### src/sv/lcfm_pkg.sv
`default_nettype none
package lcfm_pkg;
  localparam logic [1:0] ReqTick = 2'd0;
  localparam logic [1:0] ReqBriSet = 2'd1;
  localparam logic [1:0] ReqCtSet = 2'd2;
  localparam logic [1:0] ReqCtNow = 2'd3;

  localparam logic CfgMinMired = 1'b0;
  localparam logic CfgMaxMired = 1'b1;

  localparam logic [15:0] MiredReset = 16'd300;
  localparam logic [15:0] MinMiredReset = 16'd200;
  localparam logic [15:0] MaxMiredReset = 16'd455;
  localparam logic [19:0] MixNumer = 20'd1000000;
  localparam logic [12:0] KelvinLo = 13'd2200;
  localparam logic [12:0] KelvinHi = 13'd5000;
  // ceil(2^31 / 175): (k - 2200) * 65536 / 2800 becomes a multiply and a shift by 19
  localparam logic [23:0] RatioRecip = 24'd12271336;

  typedef struct packed {
    logic [1:0]  req_type;
    logic [7:0]  level;
    logic [15:0] mired;
    logic [15:0] fade_ms;
    logic [15:0] fallback_mired;
  } req_t;

  typedef struct packed {
    logic [7:0]  amber_duty;
    logic [7:0]  white_duty;
    logic        applied;
    logic [7:0]  level_now;
    logic [15:0] ct_mired;
    logic        fade_busy;
  } rsp_t;

  // front-end classified item; ct_target holds the mired clamped to the configured limits
  typedef struct packed {
    logic [1:0]  req_type;
    logic [7:0]  level;
    logic [15:0] mired;
    logic [15:0] ct_target;
    logic [15:0] duration;
    logic [15:0] fallback_mired;
  } cmd_t;
endpackage
`default_nettype wire

### src/sv/lcfm_if.sv
`default_nettype none
interface lcfm_req_if;
  logic            valid;
  logic            ready;
  lcfm_pkg::req_t  data;
  modport source (output valid, output data, input ready);
  modport sink (input valid, input data, output ready);
endinterface

interface lcfm_rsp_if;
  logic            valid;
  logic            ready;
  lcfm_pkg::rsp_t  data;
  modport source (output valid, output data, input ready);
  modport sink (input valid, input data, output ready);
endinterface
`default_nettype wire

### src/sv/lcfm_front.sv
`default_nettype none
module lcfm_front (
  input  wire logic            clk_i,
  input  wire logic            rst_ni,
  input  wire logic            cfg_we_i,
  input  wire logic            cfg_idx_i,
  input  wire logic [15:0]     cfg_data_i,
  input  wire logic            cfg_valid_idx_i,
  lcfm_req_if.sink             req,
  output lcfm_pkg::cmd_t       cmd_o,
  output logic                 cmd_valid_o,
  input  wire logic            cmd_ready_i
);
  logic [15:0] min_q, max_q, clamped, lo;
  lcfm_pkg::cmd_t cmd_q;
  logic valid_q;

  always_ff @(posedge clk_i or negedge rst_ni) begin
    if (!rst_ni) begin
      min_q <= lcfm_pkg::MinMiredReset;
      max_q <= lcfm_pkg::MaxMiredReset;
    end else if (cfg_we_i && cfg_valid_idx_i) begin
      if (cfg_idx_i == lcfm_pkg::CfgMinMired) min_q <= cfg_data_i;
      else max_q <= cfg_data_i;
    end
  end

  always_comb begin
    lo = (req.data.mired < min_q) ? min_q : req.data.mired;
    clamped = (lo > max_q) ? max_q : lo;
  end

  // single-entry queue toward the back end
  assign req.ready = !valid_q || cmd_ready_i;

  always_ff @(posedge clk_i or negedge rst_ni) begin
    if (!rst_ni) valid_q <= 1'b0;
    else if (req.ready) valid_q <= req.valid;
  end

  always_ff @(posedge clk_i) begin
    if (req.ready && req.valid) begin
      cmd_q.req_type <= req.data.req_type;
      cmd_q.level <= req.data.level;
      cmd_q.mired <= req.data.mired;
      cmd_q.ct_target <= clamped;
      cmd_q.duration <= (req.data.fade_ms == 16'd0) ? 16'd1 : req.data.fade_ms;
      cmd_q.fallback_mired <= req.data.fallback_mired;
    end
  end

  assign cmd_o = cmd_q;
  assign cmd_valid_o = valid_q;
endmodule
`default_nettype wire

### src/sv/lcfm_div.sv
`default_nettype none
// restoring unsigned divider, one quotient bit per cycle
module lcfm_div (
  input  wire logic        clk_i,
  input  wire logic        rst_ni,
  input  wire logic        start_i,
  input  wire logic [23:0] num_i,
  input  wire logic [15:0] den_i,
  output logic             done_o,
  output logic [23:0]      quo_o
);
  logic [23:0] quo_q;
  logic [16:0] rem_q;
  logic [15:0] den_q;
  logic [4:0]  cnt_q;
  logic        busy_q;
  logic [16:0] sh;
  logic        ge;

  assign sh = {rem_q[15:0], quo_q[23]};
  assign ge = sh >= {1'b0, den_q};

  always_ff @(posedge clk_i or negedge rst_ni) begin
    if (!rst_ni) begin
      busy_q <= 1'b0;
      cnt_q <= 5'd0;
      done_o <= 1'b0;
    end else begin
      done_o <= 1'b0;
      if (start_i) begin
        busy_q <= 1'b1;
        cnt_q <= 5'd23;
      end else if (busy_q) begin
        if (cnt_q == 5'd0) begin
          busy_q <= 1'b0;
          done_o <= 1'b1;
        end
        cnt_q <= cnt_q - 5'd1;
      end
    end
  end

  always_ff @(posedge clk_i) begin
    if (start_i) begin
      quo_q <= num_i;
      rem_q <= 17'd0;
      den_q <= den_i;
    end else if (busy_q) begin
      rem_q <= ge ? (sh - {1'b0, den_q}) : sh;
      quo_q <= {quo_q[22:0], ge};
    end
  end
  assign quo_o = quo_q;
endmodule
`default_nettype wire

### src/sv/lcfm_back.sv
`default_nettype none
module lcfm_back (
  input  wire logic            clk_i,
  input  wire logic            rst_ni,
  input  lcfm_pkg::cmd_t       cmd_i,
  input  wire logic            cmd_valid_i,
  output logic                 cmd_ready_o,
  lcfm_rsp_if.source           rsp
);
  localparam logic [2:0] SIdle = 3'd0;
  localparam logic [2:0] SStep = 3'd1;
  localparam logic [2:0] SKel = 3'd2;
  localparam logic [2:0] SMul = 3'd4;
  localparam logic [2:0] SOut = 3'd5;

  logic [2:0]  st_q;
  logic [7:0]  lcur_q, ltgt_q, amb_q, wht_q;
  logic        lrun_q, crun_q, appl_q;
  logic [15:0] rend_q, ccur_q, ctgt_q, cdur_q;
  logic        tick_q;
  logic [16:0] r_q;

  logic        div_start, div_done;
  logic [23:0] div_num, div_quo;
  logic [15:0] div_den;

  lcfm_div u_div (
    .clk_i, .rst_ni, .start_i(div_start), .num_i(div_num), .den_i(div_den),
    .done_o(div_done), .quo_o(div_quo)
  );

  logic        lmove, cmove, up;
  logic [15:0] steps, diffm, nxt, mixm;
  logic [12:0] kel, kdiff;
  logic [36:0] rprod;
  logic [16:0] rr;

  always_comb begin
    lmove = lrun_q && (lcur_q != ltgt_q);
    cmove = crun_q && (ccur_q != ctgt_q);
    up = ctgt_q > ccur_q;
    diffm = up ? (ctgt_q - ccur_q) : (ccur_q - ctgt_q);
    steps = (cdur_q[15:1] == 15'd0) ? 16'd1 : {1'b0, cdur_q[15:1]};
    mixm = (ccur_q == 16'd0) ? 16'd1 : ccur_q;
    // quotient never exceeds diff, so no overshoot beyond the target
    if (div_quo[15:0] == 16'd0) nxt = up ? ccur_q + 16'd1 : ccur_q - 16'd1;
    else nxt = up ? ccur_q + div_quo[15:0] : ccur_q - div_quo[15:0];
    if (div_quo > 24'd5000) kel = lcfm_pkg::KelvinHi;
    else if (div_quo[12:0] < lcfm_pkg::KelvinLo) kel = lcfm_pkg::KelvinLo;
    else kel = div_quo[12:0];
    kdiff = kel - lcfm_pkg::KelvinLo;
    // cool ratio by reciprocal, exact for kdiff in 0..2800
    rprod = {24'd0, kdiff} * {13'd0, lcfm_pkg::RatioRecip};
    rr = r_q;
    div_start = 1'b0;
    div_num = 24'd0;
    div_den = 16'd1;
    case (st_q)
      SIdle: begin
        if (cmd_valid_i && !rsp.valid && cmd_i.req_type == lcfm_pkg::ReqTick && cmove) begin
          div_start = 1'b1;
          div_num = {8'd0, diffm};
          div_den = steps;
        end
      end
      SStep: begin
        if (div_done) begin
          div_start = 1'b1;
          div_num = {4'd0, lcfm_pkg::MixNumer};
          div_den = (nxt == 16'd0) ? 16'd1 : nxt;
        end
      end
      SKel: begin
        if (tick_q) begin
          div_start = 1'b1;
          div_num = {4'd0, lcfm_pkg::MixNumer};
          div_den = mixm;
        end
      end
      default: ;
    endcase
  end

  assign cmd_ready_o = (st_q == SOut) && !rsp.valid;

  always_ff @(posedge clk_i or negedge rst_ni) begin
    if (!rst_ni) begin
      st_q <= SIdle;
      lcur_q <= 8'd0; ltgt_q <= 8'd0; lrun_q <= 1'b0;
      rend_q <= lcfm_pkg::MiredReset; ccur_q <= lcfm_pkg::MiredReset;
      ctgt_q <= lcfm_pkg::MiredReset; cdur_q <= lcfm_pkg::MiredReset;
      crun_q <= 1'b0; amb_q <= 8'd0; wht_q <= 8'd0; appl_q <= 1'b0;
      tick_q <= 1'b0;
      r_q <= 17'd0;
      rsp.valid <= 1'b0;
    end else begin
      if (rsp.valid && rsp.ready) rsp.valid <= 1'b0;
      case (st_q)
        SIdle: begin
          if (cmd_valid_i && !rsp.valid) begin
            appl_q <= 1'b0;
            st_q <= SOut;
            case (cmd_i.req_type)
              lcfm_pkg::ReqTick: begin
                if (lmove) lcur_q <= (lcur_q < ltgt_q) ? lcur_q + 8'd1 : lcur_q - 8'd1;
                else lrun_q <= 1'b0;
                if (!cmove) crun_q <= 1'b0;
                if (cmove) st_q <= SStep;
                else if (lmove) begin
                  st_q <= SKel;
                  tick_q <= 1'b1;
                end
              end
              lcfm_pkg::ReqBriSet: begin
                if (!lrun_q) lcur_q <= (amb_q > wht_q) ? amb_q : wht_q;
                ltgt_q <= cmd_i.level;
                rend_q <= cmd_i.mired;
                lrun_q <= 1'b1;
              end
              lcfm_pkg::ReqCtSet: begin
                ctgt_q <= cmd_i.ct_target;
                cdur_q <= cmd_i.duration;
                crun_q <= 1'b1;
                if (!crun_q) begin
                  ccur_q <= (rend_q == 16'd0) ? cmd_i.fallback_mired : rend_q;
                  rend_q <= (rend_q == 16'd0) ? cmd_i.fallback_mired : rend_q;
                end else rend_q <= ccur_q;
              end
              default: begin
                ccur_q <= cmd_i.ct_target;
                ctgt_q <= cmd_i.ct_target;
                rend_q <= cmd_i.ct_target;
                crun_q <= 1'b0;
                st_q <= SKel;
                tick_q <= 1'b1;
              end
            endcase
          end
        end
        SStep: begin
          if (div_done) begin
            ccur_q <= nxt;
            st_q <= SKel;
          end
        end
        SKel: begin
          // from idle, tick_q marks the first cycle and starts the kelvin division
          if (tick_q) tick_q <= 1'b0;
          else if (div_done) begin
            r_q <= rprod[35:19];
            st_q <= SMul;
          end
        end
        SMul: begin
          wht_q <= 8'(({8'd0, lcur_q} * {7'd0, rr}) >> 16);
          amb_q <= 8'(({8'd0, lcur_q} * (25'd65536 - {8'd0, rr})) >> 16);
          rend_q <= ccur_q;
          appl_q <= 1'b1;
          st_q <= SOut;
        end
        SOut: begin
          if (!rsp.valid) begin
            rsp.valid <= 1'b1;
            st_q <= SIdle;
          end
        end
        default: st_q <= SIdle;
      endcase
    end
  end

  assign rsp.data = lcfm_pkg::rsp_t'{amber_duty: amb_q, white_duty: wht_q, applied: appl_q,
                                     level_now: lcur_q, ct_mired: ccur_q,
                                     fade_busy: lrun_q || crun_q};
endmodule
`default_nettype wire

### src/sv/led_cct_fade_mixer.sv
`default_nettype none
// Warm/cool white fade and mix engine. One result per request. Requests that
// only update state skip the divider; a tick or immediate ct set that remixes
// runs the shared 24-step divider for the kelvin division (plus one more division
// for the ct step on a moving ct fade) and gets the cool ratio from a reciprocal
// multiply.
// A one-entry queue separates request decode and clamping from execution.
module led_cct_fade_mixer (
  input  wire logic        clk_i,
  input  wire logic        rst_ni,
  input  wire logic        cfg_we_i,
  input  wire logic [0:0]  cfg_idx_i,
  input  wire logic [15:0] cfg_data_i,
  lcfm_req_if.sink         req,
  lcfm_rsp_if.source       rsp
);
  lcfm_pkg::cmd_t cmd;
  logic cmd_valid, cmd_ready;

  lcfm_front u_front (
    .clk_i, .rst_ni, .cfg_we_i, .cfg_idx_i(cfg_idx_i[0]), .cfg_data_i,
    .cfg_valid_idx_i(1'b1), .req,
    .cmd_o(cmd), .cmd_valid_o(cmd_valid), .cmd_ready_i(cmd_ready)
  );

  lcfm_back u_back (
    .clk_i, .rst_ni, .cmd_i(cmd), .cmd_valid_i(cmd_valid),
    .cmd_ready_o(cmd_ready), .rsp
  );
endmodule
`default_nettype wire

### src/flat_wrapper.sv
// flat-port wrapper written by rule: the top's interface ports become plain ports
module led_cct_fade_mixer_flat 
  (clk_i, rst_ni, cfg_we_i, cfg_idx_i, cfg_data_i, req_valid, req_data, req_ready, rsp_valid, rsp_data, rsp_ready);
  lcfm_req_if req_i ();
  lcfm_rsp_if rsp_i ();
  input  wire logic clk_i;
  input  wire logic rst_ni;
  input  wire logic cfg_we_i;
  input  wire logic [0:0] cfg_idx_i;
  input  wire logic [15:0] cfg_data_i;
  input wire logic [$bits(req_i.valid)-1:0] req_valid;
  input wire logic [$bits(req_i.data)-1:0] req_data;
  output wire logic [$bits(req_i.ready)-1:0] req_ready;
  output wire logic [$bits(rsp_i.valid)-1:0] rsp_valid;
  output wire logic [$bits(rsp_i.data)-1:0] rsp_data;
  input wire logic [$bits(rsp_i.ready)-1:0] rsp_ready;
  assign req_i.valid = req_valid;
  assign req_i.data = req_data;
  assign req_ready = req_i.ready;
  assign rsp_valid = rsp_i.valid;
  assign rsp_data = rsp_i.data;
  assign rsp_i.ready = rsp_ready;
  led_cct_fade_mixer u_core (.clk_i(clk_i), .rst_ni(rst_ni), .cfg_we_i(cfg_we_i), .cfg_idx_i(cfg_idx_i), .cfg_data_i(cfg_data_i), .req(req_i), .rsp(rsp_i));
endmodule
### config.mk
export PLATFORM = sky130hd
export DESIGN_NAME = led_cct_fade_mixer_flat
export DESIGN_NICKNAME = d
export VERILOG_FILES = /design/src/sv/lcfm_pkg.sv /design/src/sv/lcfm_if.sv /design/src/sv/lcfm_front.sv /design/src/sv/lcfm_div.sv /design/src/sv/lcfm_back.sv /design/src/sv/led_cct_fade_mixer.sv /design/src/flat_wrapper.sv
export SDC_FILE = /design/constraint.sdc
export NUM_CORES = 2
export LEC_CHECK = 0
export ABC_AREA = 0
export BUFFER_PORTS_ARGS = -buffer_cell sky130_fd_sc_hd__buf_4
export CORE_ASPECT_RATIO = 0.6
export CORE_MARGIN = 2
export CORE_UTILIZATION = 50
export CTS_BUF_LIST = sky130_fd_sc_hd__clkbuf_2
export CTS_CLUSTER_SIZE = 40
export DETAILED_ROUTE_END_ITERATION = 7
export GPL_TIMING_DRIVEN = 1
export PLACE_DENSITY = 0.67
export SYNTH_ARGS = -nofsm -noshare
export SYNTH_HDL_FRONTEND = slang
export SYNTH_SLANG_ARGS = --single-unit
### constraint.sdc
create_clock -name clk_i -period 19.51 [get_ports clk_i]
set_input_delay 3.902 -clock clk_i [delete_from_list [all_inputs] [get_ports clk_i]]
set_output_delay 3.902 -clock clk_i [all_outputs]
set_load 0.1 [all_outputs]
==> metrics.md <==
| Metric | Value |
|---|---|
| DR vias | 23890 |
| GRT overflow | 0 |
| Drt pass-1 iters | 7 |
| Clock transition at the registers of the reported paths | 0.11 ns |
| Critical path class | flop to flop |
| CP endpoint kind | flop |
| Post-synth top flop | dfrtp_1 |
| Fmax | 110.1 MHz |
| DR DRC count | 0 |
| Syn_area_per_cell | 9.317 um2 |
| CTS tree | yes |
| Post-DRT Antenna Nets | 0 |
| Worst slew pin tran | 1.215 ns |
| Placed Area | 32010 um2 |
| Chip Width | 322.6 um |
| Final setup viols | 0 |
| Detailed-placement wirelength estimate | 63830 um |
| Largest net degree at the start of global routing | 85 |
| Distinct cells, synth | 90 |
| Final net count | 4014 |
| CP Max Fanout | 6 |
| Layout fillers | 5620 |
| I/O pin cnt | 124 |
| Clock latency on the worst-skew pair | 1.05 ns |
| Post-CTS Hold Buffers | 0 |
| Cells after synthesis | 3269 |
| Slew Limit Headroom | 0.1861 |
| CP Buf/Inv Count | 4 |
| Fin util | 0.5402 |
| Arr. time, crit path | 9.98 ns |
| Max-slew violation count | 0 |
| Port buffer count | 122 |
| CP Data Required Time | 20.40 ns |
| Tot GR Track Use | 0.2730 |
| Synthesis-to-finish area growth | 7.497% |
| Layout cells sized above 1 | 0.1204 |
| CTS H-tree depth | 3 |
| Postcts setup bufs | 0 |
| Post-CTS resize count | 0 |
| Max_cap viols | 0 |
| Row cnt | 70 |
| Core area | 60610 um2 |
| Crit path max-delay cell type | o31ai_1 |
| Synth Register Bits | 289 |
| Fin crit period | 9.086 ns |
| CTS Buffer Depth | 3 |
| Seq/Total Area, Yosys | 0.2544 |
| Worst Hold Class | flop to flop |
| Die Ht | 195.2 um |
| Yosys warnings | 0 |
| Wire per inst | 19.75 um |
| Final wirelength | 83540 um |
| Worst path max stage delay | 0.87 ns |
| Final TNS setup | 0 ns |
| Final worst path period share | 0.4657 |
| Status | complete, no violations |
| Die area | 62970 um2 |
| Critical path's top delay family | adder cells |
| Via-to-Cell Ratio | 5.649 |
| Worst Skew | 0.05876 ns |
| Initial DRC count | 2336 |
| Post-synth ARST share | 0.5536 |
| Post-synthesis cell area | 30460 um2 |
| Worst setup SP type | flop |
| Fin. Hold Viols | 0 |
| CTS Root Cell | clkbuf_2 |
| GP Congestion | 0.9343 |
| Global-route wire length before repair | 134800 um |
| Post-Layout Inst Area | 32740 um2 |
| Number of flops mapped to enable cells by yosys | 113 |
| Cts bufs inserted | 74 |
| Initial cell density of the core | 0.5025 |
| RSZ-0062 raised after global routing | false |
| Via count of the first global-routing pass | 24130 |
| CTS Sinks | 289 |
| Antenna violations before repair | 2 |
-- flip-flops by register name, summed over array words and instances (netlist names), 16 cells and up --
signal / count
u_core.u_front.min_q: 16
u_core.u_back.ccur_q: 16
u_core.u_back.u_div.den_q: 16
u_core.u_back.u_div.quo_o: 24
u_core.u_front.cmd_o: 73
u_core.u_back.ctgt_q: 16
u_core.u_back.rend_q: 16
u_core.u_front.max_q: 16
u_core.u_back.u_div.rem_q: 16
u_core.u_back.r_q: 17
-- final cells by class --
type                            instances  area [um2]  share of cell area
Multi-Input combinational cell       2297       20140              0.6150
Clock inverter                         29       175.2            0.005350
Timing Repair Buffer                  149        1122             0.03428
Tap cell                              828        1036             0.03164
Clock buffer                          109       545.5             0.01666
Inverter                              524        1967             0.06007
Antenna cell                            4       10.01           0.0003057
Sequential cell                       289        7749              0.2367
-- cells by family (layout without fill, tap and decap cells) --
kind of cell               count (synthesis)  count (layout)  synth area share
AOI/OAI and AO/OA                        622             622            0.1305
xor gates and xnor gates                 125             125           0.03644
adders and majority gates                599             599            0.3200
buffers and inverters                    686             811           0.08598
DFF                                      289             289            0.2544
muxes                                    104             104           0.03705
other                                      2               9         0.0002466
and+or+nand+nor                          842             842            0.1354
-- cells in the mapped netlist (22+ instances only) --
library cell  number  area, um2
a211oi_1          51      382.9
a21o_1            43      322.8
a21oi_1          180      900.9
and2_1           162       1013
and3_1            22      137.6
clkbuf_1         139      521.8
dfrtp_1          135       3378
dfstp_2           25      656.9
edfxtp_1         113       3393
fa_1             300       6006
ha_1             299       3741
inv_1            523       1963
mux2_2            70      788.3
mux2i_1           34      340.3
nand2_1          301       1130
nand3_1           31      155.2
nor2_1           161      604.3
nor2b_1           24      150.1
nor3_1            31      155.2
nor4_1            22      137.6
o21ai_0          171      855.8
xnor2_1           74      648.1
xor2_1            49      429.2
-- worst paths after layout --
kind / from / to / slack [ns] / depth (start not counted)
max in group asynchronous: rst_ni / u_core.u_back.r_q[1] / 14.94 / 2
min in group asynchronous: rst_ni / u_core.u_back.u_div.cnt_q[4] / 2.88 / 1
worst min register to register: u_core.u_front.cmd_o[17] / u_core.u_back.cdur_q[1] / 0.47 / 1
worst max-delay path: u_core.u_back.u_div.quo_o[13] / u_core.u_back.r_q[16] / 10.42 / 29
worst max register to register: u_core.u_back.u_div.quo_o[13] / u_core.u_back.r_q[16] / 10.42 / 29
worst min-delay path: u_core.u_front.cmd_o[17] / u_core.u_back.cdur_q[1] / 0.47 / 1
-- metal layers --
layer  GRT usage  part of all wire  vias up
met1      0.4213              0.48    11850
met2      0.3806              0.41      934
li1            -                 -    10990
met4     0.07252             0.022        0
met3     0.06430             0.088      116
met5           0                 0        -
-- through the flow --
| step | worst slack, ns | cells | hold WS, ns |
|---|---|---|---|
| after CTS | 10.53 | 4225 | 0.4763 |
| final | 10.42 | 4229 | 0.4742 |
| after global placement | 9.926 | 4087 | 0.4404 |
| after detailed placement | 9.861 | 4087 | 0.4638 |
| after global routing | 10.01 | 4227 | 0.4966 |
| after floorplan | 11.04 | 3272 | 0.4287 |
-- cell usage in the layout, fill, tap and decap left out, types with 30 or more instances in the layout --
cell type,netlist,layout
inv_1,523,523
nand2_1,301,301
fa_1,300,300
ha_1,299,299
a21oi_1,180,180
o21ai_0,171,170
and2_1,162,161
nor2_1,161,160
buf_4,3,148
dfrtp_1,135,135
edfxtp_1,113,113
clkbuf_2,0,109
xnor2_1,74,74
mux2_2,70,70
a211oi_1,51,51
xor2_1,49,49
a21o_1,43,43
mux2i_1,34,34
nand3_1,31,31
nor3_1,31,30
Power is not shown: default switching activity piles up to over one toggle a cycle in this logic, so the estimate is an artifact.
